===== src/design/fcs_pkg.sv =====
package fcs_pkg;

  localparam int unsigned BUS_ADDR_W = 26;
  localparam int unsigned BUS_DATA_W = 32;
  localparam int unsigned SIZE_W     = 3;

  // command codes
  localparam logic [7:0] CMD_READ_ARRAY   = 8'hFF;
  localparam logic [7:0] CMD_READ_ARRAY_A = 8'hF0;
  localparam logic [7:0] CMD_CLEAR_STATUS = 8'h50;
  localparam logic [7:0] CMD_SUSPEND      = 8'hB0;
  localparam logic [7:0] CMD_CONFIRM      = 8'hD0;
  localparam logic [7:0] CMD_READ_STATUS  = 8'h70;
  localparam logic [7:0] CMD_READ_ID      = 8'h90;
  localparam logic [7:0] CMD_READ_CFI     = 8'h98;
  localparam logic [7:0] CMD_BLOCK_ERASE  = 8'h20;
  localparam logic [7:0] CMD_WORD_PROGRAM = 8'h41;
  localparam logic [7:0] CMD_BUF_PROGRAM  = 8'hE9;
  localparam logic [7:0] CMD_PROT_PROGRAM = 8'hC0;
  localparam logic [7:0] CMD_LOCK_SETUP   = 8'h60;
  localparam logic [7:0] CMD_BLANK_CHECK  = 8'hBC;
  localparam logic [7:0] CMD_READ_EFA     = 8'h94;
  localparam logic [7:0] CMD_EFA_PROGRAM  = 8'h44;
  localparam logic [7:0] CMD_EFA_ERASE    = 8'h24;
  localparam logic [7:0] CMD_EFA_LOCK     = 8'h64;

  localparam logic [SIZE_W-1:0] SIZE_HALF = 3'd2;
  localparam logic [SIZE_W-1:0] SIZE_WORD = 3'd4;

  typedef enum logic [3:0] {
    PH_IDLE    = 4'b0001,
    PH_SECOND  = 4'b0010,
    PH_DATA    = 4'b0100,
    PH_CONFIRM = 4'b1000
  } phase_e;

  typedef enum logic [1:0] {
    SEQ_STAY = 2'd0,
    SEQ_END  = 2'd1,
    SEQ_ERR  = 2'd2
  } seq_e;

  typedef struct packed {
    phase_e     phase;
    logic [7:0] active_cmd;
    logic       array_flag;
    logic       irq_held;
    logic       irq_missed;
  } state_t;

  typedef struct packed {
    logic                  req_type;
    logic [BUS_ADDR_W-1:0] bus_addr;
    logic [BUS_DATA_W-1:0] bus_data;
    logic [SIZE_W-1:0]     bus_size;
    logic                  irq_deferred;
  } item_t;

  typedef struct packed {
    logic                  array_mode;
    logic                  mem_we;
    logic [BUS_ADDR_W-1:0] mem_addr;
    logic [BUS_DATA_W-1:0] mem_data;
    logic [SIZE_W-1:0]     mem_bytes;
    logic                  restore_irq;
    logic                  hold_irq;
    logic                  send_read_array;
    logic                  cmd_error;
  } result_t;

endpackage


===== src/design/fcs_step.sv =====
module fcs_step #(
  parameter int unsigned ADDR_BITS  = 26,
  parameter int unsigned COUNT_BITS = 16
) (
  input  fcs_pkg::item_t         item_i,
  input  fcs_pkg::state_t        state_i,
  input  logic [COUNT_BITS:0]    words_left_i,
  output fcs_pkg::state_t        state_o,
  output logic [COUNT_BITS:0]    words_left_o,
  output fcs_pkg::result_t       result_o
);

  localparam int unsigned AW       = fcs_pkg::BUS_ADDR_W;
  localparam int unsigned KeepBits = (ADDR_BITS < AW) ? ADDR_BITS : AW;
  localparam logic [AW-1:0] AddrMask = AW'((64'd1 << KeepBits) - 64'd1);

  logic           missed;
  logic [7:0]     code;
  logic           store;
  fcs_pkg::seq_e  seq;
  logic [COUNT_BITS:0] take;

  assign code = item_i.bus_data[7:0];
  assign missed = state_i.irq_missed | (item_i.irq_deferred & state_i.irq_held);
  assign take = (item_i.bus_size == fcs_pkg::SIZE_WORD) ? (COUNT_BITS+1)'(2)
                                                         : (COUNT_BITS+1)'(1);

  always_comb begin
    state_o            = state_i;
    state_o.irq_missed = missed;
    words_left_o       = words_left_i;
    seq                = fcs_pkg::SEQ_STAY;
    store              = 1'b0;

    if (item_i.req_type) begin
      // status read ends read-status
      if (state_i.phase == fcs_pkg::PH_SECOND &&
          state_i.active_cmd == fcs_pkg::CMD_READ_STATUS) begin
        seq = fcs_pkg::SEQ_ERR;
      end
    end else begin
      case (state_i.phase)
        fcs_pkg::PH_IDLE: begin
          state_o.array_flag = 1'b0;
          case (code)
            fcs_pkg::CMD_READ_ARRAY_A, fcs_pkg::CMD_READ_ARRAY,
            fcs_pkg::CMD_CLEAR_STATUS, fcs_pkg::CMD_SUSPEND,
            fcs_pkg::CMD_CONFIRM: begin
              seq = fcs_pkg::SEQ_END;
            end
            fcs_pkg::CMD_READ_STATUS, fcs_pkg::CMD_READ_ID, fcs_pkg::CMD_READ_CFI,
            fcs_pkg::CMD_BLOCK_ERASE, fcs_pkg::CMD_WORD_PROGRAM,
            fcs_pkg::CMD_BUF_PROGRAM, fcs_pkg::CMD_PROT_PROGRAM,
            fcs_pkg::CMD_LOCK_SETUP, fcs_pkg::CMD_BLANK_CHECK,
            fcs_pkg::CMD_READ_EFA, fcs_pkg::CMD_EFA_PROGRAM,
            fcs_pkg::CMD_EFA_ERASE, fcs_pkg::CMD_EFA_LOCK: begin
              state_o.phase      = fcs_pkg::PH_SECOND;
              state_o.active_cmd = code;
              state_o.irq_held   = 1'b1;
              state_o.irq_missed = 1'b0;
            end
            default: begin
              seq = fcs_pkg::SEQ_ERR;
            end
          endcase
        end
        fcs_pkg::PH_SECOND: begin
          case (state_i.active_cmd)
            fcs_pkg::CMD_READ_CFI, fcs_pkg::CMD_READ_STATUS, fcs_pkg::CMD_READ_ID,
            fcs_pkg::CMD_LOCK_SETUP, fcs_pkg::CMD_EFA_LOCK,
            fcs_pkg::CMD_EFA_PROGRAM: begin
              seq = fcs_pkg::SEQ_END;
            end
            fcs_pkg::CMD_BLOCK_ERASE, fcs_pkg::CMD_BLANK_CHECK,
            fcs_pkg::CMD_EFA_ERASE: begin
              seq = (code == fcs_pkg::CMD_CONFIRM || code == fcs_pkg::CMD_READ_ARRAY)
                    ? fcs_pkg::SEQ_END : fcs_pkg::SEQ_ERR;
            end
            fcs_pkg::CMD_WORD_PROGRAM: begin
              if (item_i.bus_size == fcs_pkg::SIZE_HALF) begin
                store = 1'b1;
                seq   = fcs_pkg::SEQ_END;
              end else begin
                seq = fcs_pkg::SEQ_ERR;
              end
            end
            fcs_pkg::CMD_BUF_PROGRAM: begin
              words_left_o  = {1'b0, item_i.bus_data[COUNT_BITS-1:0]}
                              + (COUNT_BITS+1)'(1);
              state_o.phase = fcs_pkg::PH_DATA;
            end
            default: begin
              seq = fcs_pkg::SEQ_ERR;
            end
          endcase
        end
        fcs_pkg::PH_DATA: begin
          if (state_i.active_cmd != fcs_pkg::CMD_BUF_PROGRAM ||
              (item_i.bus_size != fcs_pkg::SIZE_HALF &&
               item_i.bus_size != fcs_pkg::SIZE_WORD)) begin
            seq = fcs_pkg::SEQ_ERR;
          end else begin
            store = 1'b1;
            // done at zero or below, so an oversized last word saturates
            if (words_left_i <= take) begin
              words_left_o  = '0;
              state_o.phase = fcs_pkg::PH_CONFIRM;
            end else begin
              words_left_o = words_left_i - take;
            end
          end
        end
        fcs_pkg::PH_CONFIRM: begin
          seq = (state_i.active_cmd == fcs_pkg::CMD_BUF_PROGRAM &&
                 code == fcs_pkg::CMD_CONFIRM) ? fcs_pkg::SEQ_END : fcs_pkg::SEQ_ERR;
        end
        default: begin
          seq = fcs_pkg::SEQ_ERR;
        end
      endcase
    end

    result_o = '0;
    if (store) begin
      result_o.mem_we    = 1'b1;
      result_o.mem_addr  = item_i.bus_addr & AddrMask;
      result_o.mem_data  = (item_i.bus_size == fcs_pkg::SIZE_HALF)
                           ? {16'h0000, item_i.bus_data[15:0]} : item_i.bus_data;
      result_o.mem_bytes = item_i.bus_size;
    end

    if (seq != fcs_pkg::SEQ_STAY) begin
      state_o.phase        = fcs_pkg::PH_IDLE;
      state_o.active_cmd   = 8'h00;
      state_o.array_flag   = 1'b1;
      state_o.irq_held     = 1'b0;
      state_o.irq_missed   = 1'b0;
      words_left_o         = '0;
      result_o.restore_irq = missed;
    end
    // the status read exit goes idle without either pulse
    result_o.send_read_array = (seq == fcs_pkg::SEQ_END);
    result_o.cmd_error       = (seq == fcs_pkg::SEQ_ERR) & ~item_i.req_type;
    result_o.array_mode      = state_o.array_flag;
    result_o.hold_irq        = state_o.irq_held;
  end

endmodule


===== src/design/flash_command_sequencer.sv =====
// channel   direction  handshake                 payload
// in        to block   in_valid_i / in_stall_o   req_type, bus_addr, bus_data, bus_size,
//                                                irq_deferred
// out       from block out_valid_o / out_stall_i array_mode, mem_we, mem_addr, mem_data,
//                                                mem_bytes, restore_irq, hold_irq,
//                                                send_read_array, cmd_error
// one result per transfer in; it passes through the input register, then the result register
// one transfer per cycle sustained while out is not stalled; decode and state update are combinational
// reset puts the sequencer idle in array mode with interrupts released
// a stall on out holds the result register and, once the input register is full, stalls in
module flash_command_sequencer #(
  parameter int unsigned ADDR_BITS  = 26,
  parameter int unsigned COUNT_BITS = 16
) (
  input  logic        clk_i,
  input  logic        rst_ni,
  input  logic        in_valid_i,
  output logic        in_stall_o,
  input  logic        req_type_i,
  input  logic [25:0] bus_addr_i,
  input  logic [31:0] bus_data_i,
  input  logic [2:0]  bus_size_i,
  input  logic        irq_deferred_i,
  output logic        out_valid_o,
  input  logic        out_stall_i,
  output logic        array_mode_o,
  output logic        mem_we_o,
  output logic [25:0] mem_addr_o,
  output logic [31:0] mem_data_o,
  output logic [2:0]  mem_bytes_o,
  output logic        restore_irq_o,
  output logic        hold_irq_o,
  output logic        send_read_array_o,
  output logic        cmd_error_o
);

  logic                in_valid_q;
  fcs_pkg::item_t      item_q;
  fcs_pkg::state_t     state_q, state_d;
  logic [COUNT_BITS:0] words_left_q, words_left_d;
  fcs_pkg::result_t    result_q, result_d;
  logic                out_valid_q;
  logic                advance;
  logic                fire;
  logic                in_xfer;

  assign advance    = ~out_valid_q | ~out_stall_i;
  assign fire       = in_valid_q & advance;
  assign in_stall_o = in_valid_q & ~advance;
  assign in_xfer    = in_valid_i & ~in_stall_o;

  fcs_step #(
    .ADDR_BITS  (ADDR_BITS),
    .COUNT_BITS (COUNT_BITS)
  ) u_step (
    .item_i       (item_q),
    .state_i      (state_q),
    .words_left_i (words_left_q),
    .state_o      (state_d),
    .words_left_o (words_left_d),
    .result_o     (result_d)
  );

  always_ff @(posedge clk_i or negedge rst_ni) begin
    if (!rst_ni) begin
      in_valid_q         <= 1'b0;
      out_valid_q        <= 1'b0;
      state_q.phase      <= fcs_pkg::PH_IDLE;
      state_q.active_cmd <= 8'h00;
      state_q.array_flag <= 1'b1;
      state_q.irq_held   <= 1'b0;
      state_q.irq_missed <= 1'b0;
      words_left_q       <= '0;
    end else begin
      if (in_xfer) begin
        in_valid_q <= 1'b1;
      end else if (advance) begin
        in_valid_q <= 1'b0;
      end
      if (advance) begin
        out_valid_q <= in_valid_q;
      end
      if (fire) begin
        state_q      <= state_d;
        words_left_q <= words_left_d;
      end
    end
  end

  always_ff @(posedge clk_i) begin
    if (in_xfer) begin
      item_q.req_type     <= req_type_i;
      item_q.bus_addr     <= bus_addr_i;
      item_q.bus_data     <= bus_data_i;
      item_q.bus_size     <= bus_size_i;
      item_q.irq_deferred <= irq_deferred_i;
    end
    if (fire) begin
      result_q <= result_d;
    end
  end

  assign out_valid_o       = out_valid_q;
  assign array_mode_o      = result_q.array_mode;
  assign mem_we_o          = result_q.mem_we;
  assign mem_addr_o        = result_q.mem_addr;
  assign mem_data_o        = result_q.mem_data;
  assign mem_bytes_o       = result_q.mem_bytes;
  assign restore_irq_o     = result_q.restore_irq;
  assign hold_irq_o        = result_q.hold_irq;
  assign send_read_array_o = result_q.send_read_array;
  assign cmd_error_o       = result_q.cmd_error;

`ifndef NO_ASSERTIONS
  a_held_not_array: assert property (@(posedge clk_i) disable iff (!rst_ni)
    out_valid_o |-> !(hold_irq_o && array_mode_o))
    else $error("interrupts held while in array mode");

  a_no_store_clean: assert property (@(posedge clk_i) disable iff (!rst_ni)
    (out_valid_o && !mem_we_o) |-> (mem_bytes_o == 3'd0 && mem_data_o == 32'd0))
    else $error("store fields set without a store");

  a_end_or_error: assert property (@(posedge clk_i) disable iff (!rst_ni)
    out_valid_o |-> !(send_read_array_o && cmd_error_o))
    else $error("sequence both ended and failed");

  a_restore_idle: assert property (@(posedge clk_i) disable iff (!rst_ni)
    (out_valid_o && restore_irq_o) |-> (!hold_irq_o && array_mode_o))
    else $error("interrupt restored without returning idle");

  a_stall_full: assert property (@(posedge clk_i) disable iff (!rst_ni)
    in_stall_o |-> (in_valid_q && out_valid_q))
    else $error("input stalled with room in the pipeline");
`endif

endmodule


===== config.mk =====
export PLATFORM = sky130hd
export DESIGN_NAME = flash_command_sequencer
export DESIGN_NICKNAME = d
export VERILOG_FILES = /design/src/design/fcs_pkg.sv /design/src/design/fcs_step.sv /design/src/design/flash_command_sequencer.sv
export SDC_FILE = /design/constraint.sdc
export NUM_CORES = 1
export LEC_CHECK = 0
export BUFFER_PORTS_ARGS = -buffer_cell sky130_fd_sc_hd__buf_2
export CORE_MARGIN = 1.5
export CORE_UTILIZATION = 44
export DETAILED_ROUTE_END_ITERATION = 7
export GPL_TIMING_DRIVEN = 1
export PLACE_DENSITY = 0.76
export SLEW_MARGIN = 20
export SYNTH_ARGS = -nofsm -noshare
export SYNTH_HDL_FRONTEND = slang
export SYNTH_SLANG_ARGS = --single-unit

===== constraint.sdc =====
create_clock -name clk_i -period 2.87 [get_ports clk_i]
set_input_delay 0.4305 -clock clk_i [delete_from_list [all_inputs] [get_ports clk_i]]
set_output_delay 0.4305 -clock clk_i [all_outputs]
set_load 0.01 [all_outputs]

## After elaboration in Yosys (flattened, before gate mapping)

Cells that the tools add are included.

| storage, ports and cells | value |
|---|---|
| flip-flop bits (word level) | 164 |
| logic and storage cells | 137 |

| cells by class | value |
|---|---|
| bitwise logic cells | 13 |
| eq/ne operators | 45 |
| order comparisons | 1 |
| add/subtract/negate cells | 2 |
| muxes and demuxes | 34 |
| reduce and logical (&&, ||, !) cells | 19 |

Operator list:

| operator | number |
|---|---|
| $eq 8x8->1 const B | 14 |
| $eq 8x7->1 const B | 11 |
| $mux 17 | 5 |
| $mux 62 | 1 |
| $pmux 17 s2 | 1 |
| $eq 8x6->1 const B | 4 |
| $mux 32 | 1 |
| $mux 15 | 2 |
| $add 16x1->17 const B | 1 |
| $le 17x17->1 | 1 |
| $sub 17x17->17 | 1 |
| $mux 2 | 8 |
| $pmux 2 s4 | 2 |
| $reduce_or 13->1 | 1 |
| $mux 12 | 1 |
| $mux 4 | 3 |
| $pmux 4 s3 | 1 |
| $mux 11 | 1 |
| $ne 3x3->1 const B | 3 |
| $ne 8x8->1 const B | 1 |
| $reduce_bool 2->1 | 4 |
| $reduce_and 7->1 | 1 |
| $mux 1 | 6 |
| $ne 3x2->1 const B | 2 |
| other kinds (25) | 38 |

## Longest topological paths before layout

| depth | value |
|---|---|
| depth in word-level cells | 9 |
| gate-level depth with buffers | 12 |
| mapped depth without buffers | 12 |

## By module

From an unflattened synthesis, not the netlist that was laid out.

| unflattened totals | value |
|---|---|
| cells, all modules | 565 |
| area total of the unflattened synthesis | 7,489.7 um^2 |

By module, submodules not included:

| module | area each (um^2) | instances | sequential area each (um^2) | cells an instance |
|---|---|---|---|---|
| flash_command_sequencer | 5,198.7 | 1 | 4,757.1 | 205 |
| fcs_step | 2,290.9 | 1 | 0.0 | 360 |

## Least setup slack after synthesis

OpenSTA, ideal clock, no wires.

| timing | value |
|---|---|
| kind | register to register |
| start point | reg out_valid_q, in the netlist out_valid_o |
| end point | reg words_left_q[16] |
| data arrival time | 3.149 ns |
| cell stages (with the launch flop) | 9 |
| slack | -0.380 ns |
| library setup time | 0.101 ns |
| required time | 2.769 ns |
| period minus slack after synthesis | 3.250 ns |
| path buffers | 0 |
| path through | dfrtp_1 nand2_1 nand2_1 inv_1 nand2_2 nor3_2 nor2_1 o31a_1 o32ai_1 |

| on the way | value |
|---|---|
| cells in the longest elaborated chain, start to end | 4 |

Ends and longest elaborated chain:

| what | RTL line | text |
|---|---|---|
| start, declared | flash_command_sequencer.sv:42 | `logic out_valid_q;` |
| start signal, assigned | flash_command_sequencer.sv:81 | `out_valid_q <= in_valid_q;` |
| $not 1->1 | flash_command_sequencer.sv:47 | `assign advance = ~out_valid_q \| ~out_stall_i;` |
| $or 1x1->1 | flash_command_sequencer.sv:47 |  |
| $and 1x1->1 | flash_command_sequencer.sv:48 | `assign fire = in_valid_q & advance;` |
| net fire | flash_command_sequencer.sv:44 | `logic fire;` |
| $reduce_and 5->1 (no line) | -- |  |
| end signal, assigned | flash_command_sequencer.sv:85 | `words_left_q <= words_left_d;` |
| end, declared | flash_command_sequencer.sv:40 | `logic [COUNT_BITS:0] words_left_q, words_left_d;` |

The timed path passes the listed nets, and every way through them passes these cells.
A chain may end at the register's enable or synchronous reset.

## Worst setup path after layout

| timing | value |
|---|---|
| start point | reg state_q[11] (netlist bit) |
| end point | reg words_left_q[7] |

| on the way | value |
|---|---|
| cells in the longest elaborated chain, start to end | 7 |
| elaborated cells on any way between the ends | 17 |
| those cells by class | eq/ne: 7; mux: 6; reduce/logical: 4 |

Ends and longest elaborated chain:

| what | RTL line | text |
|---|---|---|
| start, declared | flash_command_sequencer.sv:39 | `fcs_pkg::state_t state_q, state_d;` |
| start signal, assigned | flash_command_sequencer.sv:84 | `state_q <= state_d;` |
| parallel branches: the longest is 7 deep, another holds $reduce_and 5->1 | -- |  |

Several ways; the timed one is not identified. The select of a mux whose other input is x is not followed.

==> results.py <==
metrics = {
    "clocking": {
        "cts_tree": "built",
        "cts_buffers": 17,
        "hold_buffers": 0,
        "clk_path_buf_depth": 2,
        "cts_root_buf": "clkbuf_16",
        "htreeDepth": 4,
        "cts.sinks": 164,
        "worst_skew_pair.late_latency_ps": 420,
        "path_clk_slew_ps": 60,
    },
    "synthesis": {
        "syn_area_per_cell_um2": 13.18,
        "synth.distinct_cells": 71,
        "yosysSeqAreaShare_pct": 67.45,
        "synth_area_leaders": "edfxtp_1, dfrtp_1, and2_1",
        "synth_top_area_cell": "edfxtp_1",
        "async_flop_share_pct": 20.73,
        "ys.warnings.count": 0,
        "synth-edff-count": 130,
        "synth_top_area_share_pct": 55.35,
        "synth_ff_type": "edfxtp_1",
        "ys_seq_elements": 164,
        "synthCells": 535,
        "syn_nets": 608,
        "synth_area_mm2": 0.007053,
    },
    "worst_hold_path": {
        "hold_class": "input port to asynchronous set/reset pin",
    },
    "pwr": {
        "p_per_area_mw_per_mm2": 669.9,
        "cellInternalPower_mw": 4.454,
        "sw_frac_of_total_pct": 25.61,
        "peakVddDrop_v": 0.0007033,
        "p_switching_mw": 1.534,
        "total_power_mw": 5.988,
        "pwr-share-seq_pct": 47.6,
        "combPwrFrac_pct": 15.7,
        "p_leak_nw": 3.669,
        "clockPowerShare_pct": 36.7,
    },
    "worst_setup_path": {
        "worstPathCellList": "inv_1, or4_1, or2_0, o22ai_2, a221oi_4, nand3_2, buf_4, o21ai_0, a21o_1",
        "cpMaxStageDelayCell": "dfstp_2",
        "required_ps": 3180,
        "r2r-start": "state_q[11]",
        "cp_max_fo": 11,
        "startpoint": "state_q[11]",
        "criticalPathCategory": "register to register",
        "cpPeakStageDelay_ps": 590,
        "end_kind": "register",
        "worstPathArrival_ps": 3060,
        "crit_path_start_kind": "register",
    },
    "routing": {
        "firstDrtPassIters": 5,
        "drc": 0,
        "num_vias": 5065,
        "wire_per_inst_um": 17.42,
        "wirelength_mm": 16.41,
        "drt_iter0_markers": 392,
        "ant_nets": 0,
        "vias_per_cell": 5.377,
    },
    "sta": {
        "rsz0062_at_grt": "false",
        "slew_viol_final": 0,
        "fmax_ghz": 0.3628,
        "hold_viol_final": 0,
        "fin_crit_ps": 2756,
        "setup_ws_ps": 114.0,
        "holdWs_ps": 108.4,
        "post-route-period-util_pct": 96.03,
        "skew_ps": 8.980,
        "worst_pin_slew_ps": 923.7,
        "setup-violations-final": 0,
        "slew_headroom_pct": 38.42,
        "setup_tns_ps": 0,
    },
    "floorplan": {
        "die_w_um": 129.6,
        "coreArea_mm2": 0.01577,
        "io_pins": 136,
        "initial_core_util_pct": 44.72,
        "fp-row-count": 46,
        "die_area_mm2": 0.01680,
        "die_y_um": 129.6,
    },
    "final_layout": {
        "final_cells": 942,
        "fin_nets": 786,
        "area_growth_pct": 26.73,
        "final_cell_mix": "buf_2, edfxtp_1, and2_1, buf_4, nor2_1",
        "nFillCells": 1326,
        "n_antenna_cell": 0,
        "final_common_cell": "buf_2",
        "drive_above_1_share_pct": 34.30,
    },
    "placed_design": {
        "dp.cells": 907,
        "place_congestion": 0.9273,
        "preCtsSetupSlack_ps": -54.46,
        "dp_hpwl_mm": 11.28,
        "portBuffers": 135,
    },
    "job": {
        "maxCapViolCount": 0,
    },
    "global_route": {
        "grt_first_pass_wirelength_mm": 25.75,
        "grt_pass1_vias": 4994,
        "overflow": 0,
        "antenna_found_initial": 0,
        "grt_max_degree": 70,
        "grtUsageTotal_pct": 20.26,
    },
    "outcome": {
        "status": "complete, no violations",
    },
}
## flip-flops by register name (all words and copies together) (netlist names)
signal	cells
send_read_array_o	1
array_mode_o	1
mem_bytes_o	3
mem_data_o	32
in_valid_q	1
state_q	15
mem_addr_o	26
item_q	63
restore_irq_o	1
cmd_error_o	1
words_left_q	17
hold_irq_o	1
out_valid_o	1
mem_we_o	1
## metal layers
| layer | routed length (um) | vias to the layer above | track usage (%) |
|---|---|---|---|
| met1 | 6889 | 2480 | 25.62 |
| li1 | - | 2375 | - |
| met2 | 8176 | 190 | 32.68 |
| met4 | 335 | 0 | 8.105 |
| met5 | 0 | - | 0 |
| met3 | 1006 | 20 | 6.317 |
## worst max-delay path, delay by kind of cell (launching register included)
family	cells	cell delay (ps)
AND/OR/NAND/NOR	3	1110
AO/OA/AOI/OAI	4	630
flip-flops	1	590
buffers and inverters	2	300
## area by class of cell
type                    count  area [um2]  share of cell area, %
well taps                 216       270.3                  3.024
flip-flops and latches    164        4757                  53.22
inverters                  11       45.04                 0.5039
repair buffers            182        1041                  11.65
clock inverters            11       128.9                  1.442
clock buffers              21       440.4                  4.927
multi-input cells         337        2256                  25.24
## path summary, 6_finish.rpt
path | to | slack, ps | cells after the start
max reg2reg | words_left_q[7] | 110 | 9
min in group clk_i | item_q[49] | 180 | 1
min | state_q[1] | 110 | 1
max in group asynchronous | words_left_q[16] | 2230 | 1
min reg2reg | words_left_q[10] | 490 | 1
max | words_left_q[7] | 110 | 9
## kinds of logic after synthesis
logic type	count (synthesis)	synth area share, %
other cells	1	0.05317
simple gates	210	16.64
flops	164	67.45
mux	2	0.3016
compound gates	103	10.52
buf+inv	34	1.987
fa+ha+maj	7	1.313
xor+xnor	14	1.739
## power by group through the flow
| stage | clock network [mW] | logic, mW | registers, mW |
|---|---|---|---|
| 2_1_floorplan | 0 | 0.456 | 2.91 |
| 3_3_place_gp | 0 | 0.860 | 2.88 |
| 3_5_place_dp | 0 | 0.878 | 2.89 |
| 4_1_cts | 2.23 | 0.882 | 2.85 |
| 5_1_grt | 2.33 | 1.03 | 2.87 |
| 6_report | 2.19 | 0.941 | 2.85 |
## per-stage QoR
stage	util (%)	instance area, um2
2_1_floorplan	-	7057
3_3_place_gp	52.32	8252
3_5_place_dp	52.32	8252
4_1_cts	55.97	8827
5_1_grt	56.68	8939
6_report	56.68	8939
## Yosys cell counts, types with 5 or more instances
cell type / number
a21o_1: 5
a21oi_1: 10
a22o_1: 16
a31oi_1: 5
and2_1: 61
and3_1: 5
buf_2: 6
clkbuf_1: 15
dfrtp_1: 32
edfxtp_1: 130
ha_1: 5
inv_1: 11
nand2_1: 29
nand3_1: 17
nand4_1: 5
nor2_1: 36
nor3_1: 13
nor4_1: 5
o21ai_0: 20
o31ai_1: 9
o32ai_1: 8
or4_1: 6
xnor2_1: 8
xor2_1: 6
## timing repair
item | 4_1_cts | 5_1_grt
resized for setup | 1 | 18
pin swaps | 0 | 3
cloned | 0 | 0
endpoints found under the setup margin | 9 | 29
buffers inserted | 0 | 3
(Power assumes the default switching activity.)
